--- config.mk ---
export PLATFORM = sky130hd
export DESIGN_NAME = csv_field_splitter_core
export DESIGN_NICKNAME = d
export VERILOG_FILES = /design/src/design/csv_fs_pkg.sv /design/src/design/csv_fs_front.sv /design/src/design/csv_fs_queue.sv /design/src/design/csv_fs_back.sv /design/src/design/csv_field_splitter_core.sv
export SDC_FILE = /design/constraint.sdc
export NUM_CORES = 1
export LEC_CHECK = 0
export BUFFER_PORTS_ARGS = -buffer_cell sky130_fd_sc_hd__buf_2
export CAP_MARGIN = 15
export CORE_MARGIN = 1
export CORE_UTILIZATION = 35
export DETAILED_ROUTE_END_ITERATION = 12
export GPL_TIMING_DRIVEN = 0
export PLACE_DENSITY = 0.61
export SYNTH_ARGS = -nofsm -noshare
export SYNTH_HDL_FRONTEND = slang
export SYNTH_SLANG_ARGS = --single-unit
--- constraint.sdc ---
create_clock -name i_clk -period 4 [get_ports i_clk]
set_input_delay 1.2 -clock i_clk [delete_from_list [all_inputs] [get_ports i_clk]]
set_output_delay 1.2 -clock i_clk [all_outputs]
set_load 0.01 [all_outputs]
--- src/design/csv_fs_pkg.sv ---
`timescale 1ns / 1ps

package csv_fs_pkg;

    localparam int PEND_DEPTH_DEF = 16;
    // command count field covers the largest supported whitespace buffer (63)
    localparam int CNT_W          = 6;
    localparam int QUEUE_DEPTH    = 4;

    localparam logic [4:0] MAX_FIELDS_RST = 5'd5;
    localparam logic [4:0] FIELD_LIMIT    = 5'd16;

    localparam logic [7:0] CH_QUOTE = 8'h22;
    localparam logic [7:0] CH_COMMA = 8'h2C;
    localparam logic [7:0] CH_LF    = 8'h0A;
    localparam logic [7:0] CH_CR    = 8'h0D;
    localparam logic [7:0] CH_SP    = 8'h20;
    localparam logic [7:0] CH_TAB   = 8'h09;
    localparam logic [7:0] CH_VT    = 8'h0B;
    localparam logic [7:0] CH_FF    = 8'h0C;

    localparam logic [2:0] REG_MAX_FIELDS = 3'd0;

    typedef enum logic [1:0] {
        ST_OK       = 2'd0,
        ST_TOO_MANY = 2'd1,
        ST_JUNK     = 2'd2,
        ST_WS_OVF   = 2'd3
    } t_status;

    typedef enum logic [1:0] {
        CMD_PUSH,   // store a held-back whitespace byte, no result
        CMD_EMIT,   // flush held whitespace, then one content byte
        CMD_END     // field or line end result
    } t_cmd_kind;

    typedef struct packed {
        t_cmd_kind        kind;
        logic [7:0]       data;
        logic [CNT_W-1:0] cnt;      // push slot, or number of bytes to flush
        logic [3:0]       field;
        logic             line_end;
        t_status          status;
    } t_cmd;

endpackage

--- src/design/csv_fs_front.sv ---
`timescale 1ns / 1ps

module csv_fs_front
    import csv_fs_pkg::*;
#(
    parameter int PEND_DEPTH = PEND_DEPTH_DEF
) (
    input  logic       i_clk,
    input  logic       i_rst_n,
    input  logic       i_in_valid,
    output logic       o_in_ready,
    input  logic [7:0] i_in_byte,
    input  logic       i_end_of_text,
    input  logic [4:0] i_max_fields,
    output logic       o_q_valid,
    input  logic       i_q_ready,
    output t_cmd       o_q_cmd
);

    localparam int CW = $clog2(PEND_DEPTH + 1);

    typedef enum logic [2:0] {
        M_START,
        M_LEAD,
        M_PLAIN,
        M_QUOTED,
        M_QSEEN,
        M_DONE
    } t_mode;

    t_mode         r_mode, n_mode;
    logic [3:0]    r_field, n_field;
    logic [CW-1:0] r_pend, n_pend;

    logic       accept;
    logic       cmd_valid;
    logic       end_fld;
    logic       end_ln;
    t_status    ln_st;
    logic [4:0] lim;
    logic [4:0] field_plus;
    logic       is_comma, is_eol, is_blank, is_quote;

    assign o_in_ready = i_q_ready;
    assign accept     = i_in_valid && i_q_ready;
    assign o_q_valid  = accept && cmd_valid;

    assign is_comma = (i_in_byte == CH_COMMA);
    assign is_quote = (i_in_byte == CH_QUOTE);
    assign is_eol   = (i_in_byte == CH_LF) || (i_in_byte == CH_CR);
    assign is_blank = (i_in_byte == CH_SP) || (i_in_byte == CH_TAB) ||
                      (i_in_byte == CH_VT) || (i_in_byte == CH_FF);

    // limit of zero acts as one, anything above sixteen as sixteen
    assign lim = (i_max_fields == 5'd0) ? 5'd1 :
                 (i_max_fields > FIELD_LIMIT) ? FIELD_LIMIT : i_max_fields;
    assign field_plus = {1'b0, r_field} + 5'd1;

    always_comb begin
        n_mode    = r_mode;
        n_field   = r_field;
        n_pend    = r_pend;
        cmd_valid = 1'b0;
        end_fld   = 1'b0;
        end_ln    = 1'b0;
        ln_st     = ST_OK;

        o_q_cmd.kind     = CMD_END;
        o_q_cmd.data     = i_in_byte;
        o_q_cmd.cnt      = '0;
        o_q_cmd.field    = r_field;
        o_q_cmd.line_end = 1'b1;
        o_q_cmd.status   = ST_OK;

        if (i_end_of_text) begin
            cmd_valid = (r_mode != M_DONE);
            n_mode    = M_START;
            n_field   = '0;
            n_pend    = '0;
        end else begin
            unique case (r_mode)
                M_START, M_LEAD: begin
                    if (is_comma) begin
                        end_fld = 1'b1;
                    end else if (is_eol) begin
                        end_ln = 1'b1;
                    end else if (is_blank) begin
                        n_mode = M_LEAD;
                    end else if (is_quote && r_mode == M_START) begin
                        n_mode = M_QUOTED;
                    end else begin
                        cmd_valid    = 1'b1;
                        o_q_cmd.kind = CMD_EMIT;
                        n_mode       = M_PLAIN;
                    end
                end
                M_PLAIN: begin
                    if (is_comma) begin
                        end_fld = 1'b1;
                    end else if (is_eol) begin
                        end_ln = 1'b1;
                    end else if (is_blank) begin
                        if (r_pend >= CW'(PEND_DEPTH)) begin
                            end_ln = 1'b1;
                            ln_st  = ST_WS_OVF;
                        end else begin
                            cmd_valid    = 1'b1;
                            o_q_cmd.kind = CMD_PUSH;
                            o_q_cmd.cnt  = CNT_W'(r_pend);
                            n_pend       = r_pend + CW'(1);
                        end
                    end else begin
                        cmd_valid    = 1'b1;
                        o_q_cmd.kind = CMD_EMIT;
                        o_q_cmd.cnt  = CNT_W'(r_pend);
                        n_pend       = '0;
                    end
                end
                M_QUOTED: begin
                    if (is_quote) begin
                        n_mode = M_QSEEN;
                    end else begin
                        cmd_valid    = 1'b1;
                        o_q_cmd.kind = CMD_EMIT;
                    end
                end
                M_QSEEN: begin
                    if (is_quote) begin
                        cmd_valid    = 1'b1;
                        o_q_cmd.kind = CMD_EMIT;
                        n_mode       = M_QUOTED;
                    end else if (is_comma) begin
                        end_fld = 1'b1;
                    end else if (is_eol) begin
                        end_ln = 1'b1;
                    end else begin
                        end_ln = 1'b1;
                        ln_st  = ST_JUNK;
                    end
                end
                M_DONE: begin
                end
                default: begin
                    n_mode = M_DONE;
                end
            endcase

            if (end_fld) begin
                if (field_plus >= lim) begin
                    end_ln = 1'b1;
                    ln_st  = ST_TOO_MANY;
                end else begin
                    cmd_valid        = 1'b1;
                    o_q_cmd.line_end = 1'b0;
                    n_field          = r_field + 4'd1;
                    n_pend           = '0;
                    n_mode           = M_START;
                end
            end

            if (end_ln) begin
                cmd_valid        = 1'b1;
                o_q_cmd.kind     = CMD_END;
                o_q_cmd.line_end = 1'b1;
                o_q_cmd.status   = ln_st;
                n_mode           = M_DONE;
                n_pend           = '0;
            end
        end
    end

    always_ff @(posedge i_clk) begin
        if (!i_rst_n) begin
            r_mode  <= M_START;
            r_field <= '0;
            r_pend  <= '0;
        end else if (accept) begin
            r_mode  <= n_mode;
            r_field <= n_field;
            r_pend  <= n_pend;
        end
    end

endmodule

--- src/design/csv_fs_queue.sv ---
`timescale 1ns / 1ps

module csv_fs_queue
    import csv_fs_pkg::*;
(
    input  logic i_clk,
    input  logic i_rst_n,
    input  logic i_wr_valid,
    output logic o_wr_ready,
    input  t_cmd i_wr_cmd,
    output logic o_rd_valid,
    input  logic i_rd_ready,
    output t_cmd o_rd_cmd
);

    localparam int AW = (QUEUE_DEPTH > 1) ? $clog2(QUEUE_DEPTH) : 1;
    localparam int NW = $clog2(QUEUE_DEPTH + 1);

    t_cmd          r_mem [QUEUE_DEPTH];
    logic [AW-1:0] r_wr_ptr, r_rd_ptr;
    logic [NW-1:0] r_count;

    logic do_wr, do_rd;

    assign o_wr_ready = (r_count != NW'(QUEUE_DEPTH));
    assign o_rd_valid = (r_count != '0);
    assign o_rd_cmd   = r_mem[r_rd_ptr];

    assign do_wr = i_wr_valid && o_wr_ready;
    assign do_rd = o_rd_valid && i_rd_ready;

    always_ff @(posedge i_clk) begin
        if (do_wr) begin
            r_mem[r_wr_ptr] <= i_wr_cmd;
        end
    end

    always_ff @(posedge i_clk) begin
        if (!i_rst_n) begin
            r_wr_ptr <= '0;
            r_rd_ptr <= '0;
            r_count  <= '0;
        end else begin
            if (do_wr) begin
                r_wr_ptr <= (r_wr_ptr == AW'(QUEUE_DEPTH - 1)) ? '0 : r_wr_ptr + AW'(1);
            end
            if (do_rd) begin
                r_rd_ptr <= (r_rd_ptr == AW'(QUEUE_DEPTH - 1)) ? '0 : r_rd_ptr + AW'(1);
            end
            if (do_wr && !do_rd) begin
                r_count <= r_count + NW'(1);
            end else if (do_rd && !do_wr) begin
                r_count <= r_count - NW'(1);
            end
        end
    end

endmodule

--- src/design/csv_fs_back.sv ---
`timescale 1ns / 1ps

module csv_fs_back
    import csv_fs_pkg::*;
#(
    parameter int PEND_DEPTH = PEND_DEPTH_DEF
) (
    input  logic       i_clk,
    input  logic       i_rst_n,
    input  logic       i_q_valid,
    output logic       o_q_ready,
    input  t_cmd       i_q_cmd,
    output logic       o_out_valid,
    input  logic       i_out_ready,
    output logic [7:0] o_out_byte,
    output logic       o_byte_valid,
    output logic [3:0] o_field_number,
    output logic       o_field_end,
    output logic       o_line_end,
    output logic [1:0] o_status,
    output logic       o_run_last
);

    localparam int AW = (PEND_DEPTH > 1) ? $clog2(PEND_DEPTH) : 1;
    localparam int CW = $clog2(PEND_DEPTH + 1);

    typedef enum logic [1:0] {
        S_RUN,
        S_FLUSH,
        S_TAIL
    } t_state;

    t_state        r_state, n_state;
    logic [CW-1:0] r_k, n_k;

    logic [7:0]    r_pend_mem [PEND_DEPTH];
    logic [7:0]    r_rd_data;
    logic [AW-1:0] rd_addr;
    logic          mem_we;

    logic          r_o_valid;
    logic [7:0]    r_o_byte;
    logic          r_o_bvalid;
    logic [3:0]    r_o_field;
    logic          r_o_fend;
    logic          r_o_lend;
    t_status       r_o_status;
    logic          r_o_last;

    logic          out_free;
    logic          pop;
    logic          load;
    logic [CW-1:0] flush_n;
    logic [7:0]    ld_byte;
    logic          ld_bvalid;
    logic          ld_fend;
    logic          ld_lend;
    t_status       ld_status;
    logic          ld_last;

    assign out_free  = !r_o_valid || i_out_ready;
    assign o_q_ready = pop;
    assign flush_n   = i_q_cmd.cnt[CW-1:0];

    always_comb begin
        n_state   = r_state;
        n_k       = r_k;
        rd_addr   = r_k[AW-1:0];
        mem_we    = 1'b0;
        pop       = 1'b0;
        load      = 1'b0;
        ld_byte   = i_q_cmd.data;
        ld_bvalid = 1'b1;
        ld_fend   = 1'b0;
        ld_lend   = 1'b0;
        ld_status = ST_OK;
        ld_last   = 1'b1;

        unique case (r_state)
            S_RUN: begin
                if (i_q_valid) begin
                    unique case (i_q_cmd.kind)
                        CMD_PUSH: begin
                            mem_we = 1'b1;
                            pop    = 1'b1;
                        end
                        CMD_EMIT: begin
                            if (flush_n == '0) begin
                                if (out_free) begin
                                    load = 1'b1;
                                    pop  = 1'b1;
                                end
                            end else begin
                                // first held byte is read while entering the flush
                                n_state = S_FLUSH;
                                n_k     = '0;
                                rd_addr = '0;
                            end
                        end
                        CMD_END: begin
                            ld_byte   = 8'h00;
                            ld_bvalid = 1'b0;
                            ld_fend   = 1'b1;
                            ld_lend   = i_q_cmd.line_end;
                            ld_status = i_q_cmd.status;
                            if (out_free) begin
                                load = 1'b1;
                                pop  = 1'b1;
                            end
                        end
                        default: begin
                            pop = 1'b1;
                        end
                    endcase
                end
            end
            S_FLUSH: begin
                ld_byte = r_rd_data;
                ld_last = 1'b0;
                if (out_free) begin
                    load = 1'b1;
                    if (r_k + CW'(1) == flush_n) begin
                        n_state = S_TAIL;
                    end else begin
                        n_k     = r_k + CW'(1);
                        rd_addr = n_k[AW-1:0];
                    end
                end
            end
            S_TAIL: begin
                if (out_free) begin
                    load    = 1'b1;
                    pop     = 1'b1;
                    n_state = S_RUN;
                end
            end
            default: begin
                n_state = S_RUN;
            end
        endcase
    end

    always_ff @(posedge i_clk) begin
        if (mem_we) begin
            r_pend_mem[i_q_cmd.cnt[AW-1:0]] <= i_q_cmd.data;
        end
        r_rd_data <= r_pend_mem[rd_addr];
    end

    always_ff @(posedge i_clk) begin
        if (!i_rst_n) begin
            r_state   <= S_RUN;
            r_k       <= '0;
            r_o_valid <= 1'b0;
        end else begin
            r_state <= n_state;
            r_k     <= n_k;
            if (load) begin
                r_o_valid  <= 1'b1;
                r_o_byte   <= ld_byte;
                r_o_bvalid <= ld_bvalid;
                r_o_field  <= i_q_cmd.field;
                r_o_fend   <= ld_fend;
                r_o_lend   <= ld_lend;
                r_o_status <= ld_status;
                r_o_last   <= ld_last;
            end else if (i_out_ready) begin
                r_o_valid <= 1'b0;
            end
        end
    end

    assign o_out_valid    = r_o_valid;
    assign o_out_byte     = r_o_byte;
    assign o_byte_valid   = r_o_bvalid;
    assign o_field_number = r_o_field;
    assign o_field_end    = r_o_fend;
    assign o_line_end     = r_o_lend;
    assign o_status       = r_o_status;
    assign o_run_last     = r_o_last;

endmodule

--- src/design/csv_field_splitter_core.sv ---
`timescale 1ns / 1ps
// Path: an item passes through the command queue and the registered result stage;
//   held whitespace that has to be flushed ahead of it goes through the buffer read register.
// Throughput: one item per cycle while the command queue has room; a content byte behind
//   n held whitespace bytes occupies the result sequencer for one buffer read each, then its own result.
// Reset: synchronous, active low; clears parser, command queue, output valid
//   and sets max_fields to 5. The whitespace buffer is not cleared.

module csv_field_splitter_core
    import csv_fs_pkg::*;
#(
    parameter int PEND_DEPTH = PEND_DEPTH_DEF
) (
    input  logic        i_clk,
    input  logic        i_rst_n,

    input  logic        psel,
    input  logic        penable,
    input  logic        pwrite,
    input  logic [2:0]  paddr,
    input  logic [31:0] pwdata,
    output logic [31:0] prdata,
    output logic        pready,

    input  logic        i_in_valid,
    output logic        o_in_ready,
    input  logic [7:0]  i_in_byte,
    input  logic        i_end_of_text,

    output logic        o_out_valid,
    input  logic        i_out_ready,
    output logic [7:0]  o_out_byte,
    output logic        o_byte_valid,
    output logic [3:0]  o_field_number,
    output logic        o_field_end,
    output logic        o_line_end,
    output logic [1:0]  o_status,
    output logic        o_run_last
);

    logic [4:0] r_max_fields;
    logic       q_wr_valid, q_wr_ready;
    t_cmd       q_wr_cmd;
    logic       q_rd_valid, q_rd_ready;
    t_cmd       q_rd_cmd;

    assign pready = 1'b1;
    assign prdata = (paddr == REG_MAX_FIELDS) ? {27'd0, r_max_fields} : 32'd0;

    always_ff @(posedge i_clk) begin
        if (!i_rst_n) begin
            r_max_fields <= MAX_FIELDS_RST;
        end else if (psel && penable && pwrite && pready && paddr[2] == REG_MAX_FIELDS[2]) begin
            r_max_fields <= pwdata[4:0];
        end
    end

    csv_fs_front #(
        .PEND_DEPTH (PEND_DEPTH)
    ) u_front (
        .i_clk         (i_clk),
        .i_rst_n       (i_rst_n),
        .i_in_valid    (i_in_valid),
        .o_in_ready    (o_in_ready),
        .i_in_byte     (i_in_byte),
        .i_end_of_text (i_end_of_text),
        .i_max_fields  (r_max_fields),
        .o_q_valid     (q_wr_valid),
        .i_q_ready     (q_wr_ready),
        .o_q_cmd       (q_wr_cmd)
    );

    csv_fs_queue u_queue (
        .i_clk      (i_clk),
        .i_rst_n    (i_rst_n),
        .i_wr_valid (q_wr_valid),
        .o_wr_ready (q_wr_ready),
        .i_wr_cmd   (q_wr_cmd),
        .o_rd_valid (q_rd_valid),
        .i_rd_ready (q_rd_ready),
        .o_rd_cmd   (q_rd_cmd)
    );

    csv_fs_back #(
        .PEND_DEPTH (PEND_DEPTH)
    ) u_back (
        .i_clk          (i_clk),
        .i_rst_n        (i_rst_n),
        .i_q_valid      (q_rd_valid),
        .o_q_ready      (q_rd_ready),
        .i_q_cmd        (q_rd_cmd),
        .o_out_valid    (o_out_valid),
        .i_out_ready    (i_out_ready),
        .o_out_byte     (o_out_byte),
        .o_byte_valid   (o_byte_valid),
        .o_field_number (o_field_number),
        .o_field_end    (o_field_end),
        .o_line_end     (o_line_end),
        .o_status       (o_status),
        .o_run_last     (o_run_last)
    );

endmodule

==> impl_metrics.json <==
{
  "clkLatencyLatePin_ns": 0.53,
  "postSynthAreaPerCell_um2": 14.49,
  "powerDensity_nw_per_um2": 593.4,
  "syn_to_final_growth_pct": 15.51,
  "regArea_um2": 7869,
  "drive_gt1_share_pct": 19.69,
  "max_stage_delay_ns": 0.42,
  "wl_met3_um": 978,
  "cp_max_fo": 7,
  "groute.usage.overall_pct": 13.83,
  "die_area_um2": 35400,
  "synth_area_um2": 12130,
  "hpwl_mm": 16.79,
  "layout.nets": 1018,
  "maxSlewHeadroom_pct": 39.98,
  "postLayoutCoreUtil_pct": 41.47,
  "hold_viol": 0,
  "crit_buf_inv": 4,
  "dr.pass1.iters": 5,
  "clk_pin_slew_ns": 0.06,
  "worstMarginPinSlew_ns": 0.9003,
  "diodes": 0,
  "htree_num_levels": 1,
  "post_drt_via_cell_ratio": 4.919,
  "start_util_pct": 35.90,
  "yosys_warnings": 0,
  "leakagePower_nw": 5.059,
  "portBuffers": 48,
  "finalCritPeriodShare_pct": 96.21,
  "slew_violations": 0,
  "grt_remaining_overflow": 0,
  "synth-seq-area-share_pct": 64.87,
  "fin_cells": 1413,
  "cts-root-buf": "clkbuf_16",
  "cp_num_cells": 16,
  "top_layer": "met4",
  "clock_skew_ns": 0.009011,
  "wl_per_cell_um": 17.44,
  "fp-row-count": 67,
  "cp.arrival_ns": 4.31,
  "io_pins": 104,
  "synth_edf_count": 234,
  "cp_top_family": "simple AND/OR/NAND/NOR gates",
  "grt_pass1_wl_mm": 38.21,
  "hold_depth": 2,
  "holdWs_ns": 0.5032,
  "status": "completed",
  "reg2regPathDepth": 15,
  "clock.fmax_mhz": 259.9,
  "crit_chain": "buf_2 > or3_4 > or4_1 > clkbuf_2 > a21oi_2 > o21ai_1 > o211ai_1 > nand3b_1 > o31a_1 > clkbuf_8 > ha_4 > inv_2 > fa_2 > xor2_1 > or3_1 > a21boi_1",
  "period_needed_ns": 3.848,
  "drc_errors": 0,
  "drt-met1-wl_mm": 11.50,
  "numCtsBuffers": 29,
  "synthFlopType": "edfxtp_1",
  "worstSetupStartpointType": "input port",
  "multi_input_area_um2": 3925,
  "cts_tree": "yes",
  "synthCells": 837,
  "synth-seq-cells": 276,
  "fill_cells": 3080,
  "postCtsSetupBuffers": 0,
  "critPathSlowestCell": "or3_4",
  "routed_wl_mm": 24.64,
  "via_count": 6950,
  "cp-end-kind": "flop",
  "die_h_um": 188.2,
  "globalplace.congestion": 0.9024,
  "wl_met2_mm": 11.72,
  "peakVddDrop_mv": 0.2947,
  "dr.first_iter.drc_count": 455,
  "synth_area_leaders": "edfxtp_1 (58%), dfxtp_1 (6.9%), mux2i_1 (4.9%)",
  "synth_top_area_share_pct": 57.94,
  "antenna_found_initial": 0,
  "async_flop_share_pct": 0,
  "core_area_um2": 33780,
  "dp.cells": 1361,
  "rsz0062_at_grt": "no",
  "die-width_um": 188.2,
  "ys_types": 69,
  "yosysTopAreaCell": "edfxtp_1",
  "cts_buffer_depth": 3,
  "worstPathRequired_ns": 4.46,
  "numClockSinks": 276,
  "maxCapViolations": 0,
  "hold_class": "flop to flop",
  "setup_violations": 0,
  "ant_nets": 0,
  "critPathKind": "input port to flop",
  "holdBufCountCts": 0,
  "grt_max_degree": 23,
  "grt_pass1_vias": 6706
}
==> cell families (layout without fill, tap and decap cells) <==
logic type / count (synthesis) / after routing / share of synthesized area (%)
buffers and inverters: 81 / 183 / 4.044
multiplexers: 97 / 97 / 10.56
AND/OR/NAND/NOR: 202 / 202 / 8.708
adder cells (fa/ha/maj): 24 / 24 / 2.538
flip-flops: 276 / 276 / 64.87
AO/OA/AOI/OAI: 144 / 144 / 8.181
XOR/XNOR: 11 / 11 / 1.032
other: 2 / 28 / 0.06192
==> cell usage after synthesis (all sizes together) (2+ instances only) <==
cell and instances:
xor2 5, or2 3, inv 21, nand4b 3, dfxtp 42, conb 2, o21bai 3, ha 23
or3 8, nor2 49, a21oi 39, a21boi 5, nor3 9, a22o 8, nand4 3, nand2 47
nor4 4, nand3 5, o21a 4, xnor2 4, a21o 9, nand3b 3, buf 43, nor3b 4
o31ai 3, and2 20, a221o 8, mux2 16, clkbuf 17, o2111ai 2, edfxtp 234, o22ai 10
nand2b 12, nor2b 22, o21ai 18, a31oi 2, a22oi 24, mux4 22, mux2i 59, and3 7
==> path summary, 6_finish.rpt <==
check | startpoint | end | slack [ns]
max | i_in_byte[4] | u_queue.r_count[2] | 0.15
min | r_max_fields[0] | r_max_fields[0] | 0.50
max reg2reg | flop | u_back.r_rd_data[4] | 0.26
min reg2reg | r_max_fields[0] | r_max_fields[0] | 0.50
==> power breakdown <==
part | switching [mW] | internal [mW] | total (mW)
clock | 1.05 | 1.44 | 2.49
sequential | 0.0808 | 3.58 | 3.67
combinational | 1.32 | 0.839 | 2.16
total | 2.45 | 5.86 | 8.31
==> worst min-delay path, stage by stage, from the launching register on <==
cell	delay (ns)
dfxtp_1	0.35
mux2i_1	0.08
nand2_1	0.05
==> sequential cells by signal, indices dropped and copies added, names as in the netlist, 3 cells and up, named ones only <==
name / count
u_front.r_field: 4
u_queue.r_mem: 88
u_back.r_pend_mem: 128
u_back.o_field_number: 4
u_back.o_out_byte: 8
u_back.r_rd_data: 8
u_back.r_k: 5
u_front.r_mode: 3
u_queue.r_count: 3
r_max_fields: 5
u_front.r_pend: 5
==> area by class of cell <==
cell class	instances	share of cell area, %
flip-flops and latches	276	56.17
multi-input cells	506	28.02
clock buffers	40	5.618
well taps	448	4.001
plain buffers	59	3.037
repair buffers	50	1.849
clock inverters	13	0.7413
inverters	21	0.5627
==> timing repair <==
item,CTS,global route
resized for setup,11,4
setup endpoints to repair,76,10
cloned,0,0
==> per-layer routing <==
metal / global-route usage, % / vias up
met5: 0 / -
met4: 3.002 / 0
met3: 1.928 / 32
met2: 22.65 / 169
met1: 19.46 / 3410
li1: - / 3339
==> layout by cell type, fill, tap and decap left out, types with 24 or more instances in the layout <==
cell	instances
edfxtp_1	234
mux2i_1	59
buf_2	51
nor2_1	49
nand2_1	47
dfxtp_1	41
a21oi_1	38
buf_4	32
clkbuf_16	29
conb_1	28
a22oi_1	24
==> per-stage QoR <==
stage | setup WS [ns] | TNS, ns | power (mW) | area [µm²]
CTS | 0.08878 | 0 | 8.384 | 13990
detailed placement | -0.6959 | -59.83 | 5.886 | 13080
floorplan | 0.01645 | 0 | 5.230 | 12260
global route | 0.0004188 | 0 | 8.712 | 14010
global placement | -0.6835 | -64.65 | 5.847 | 13060
finish | 0.1517 | 0 | 8.313 | 14010
(Power assumes the default switching activity.)
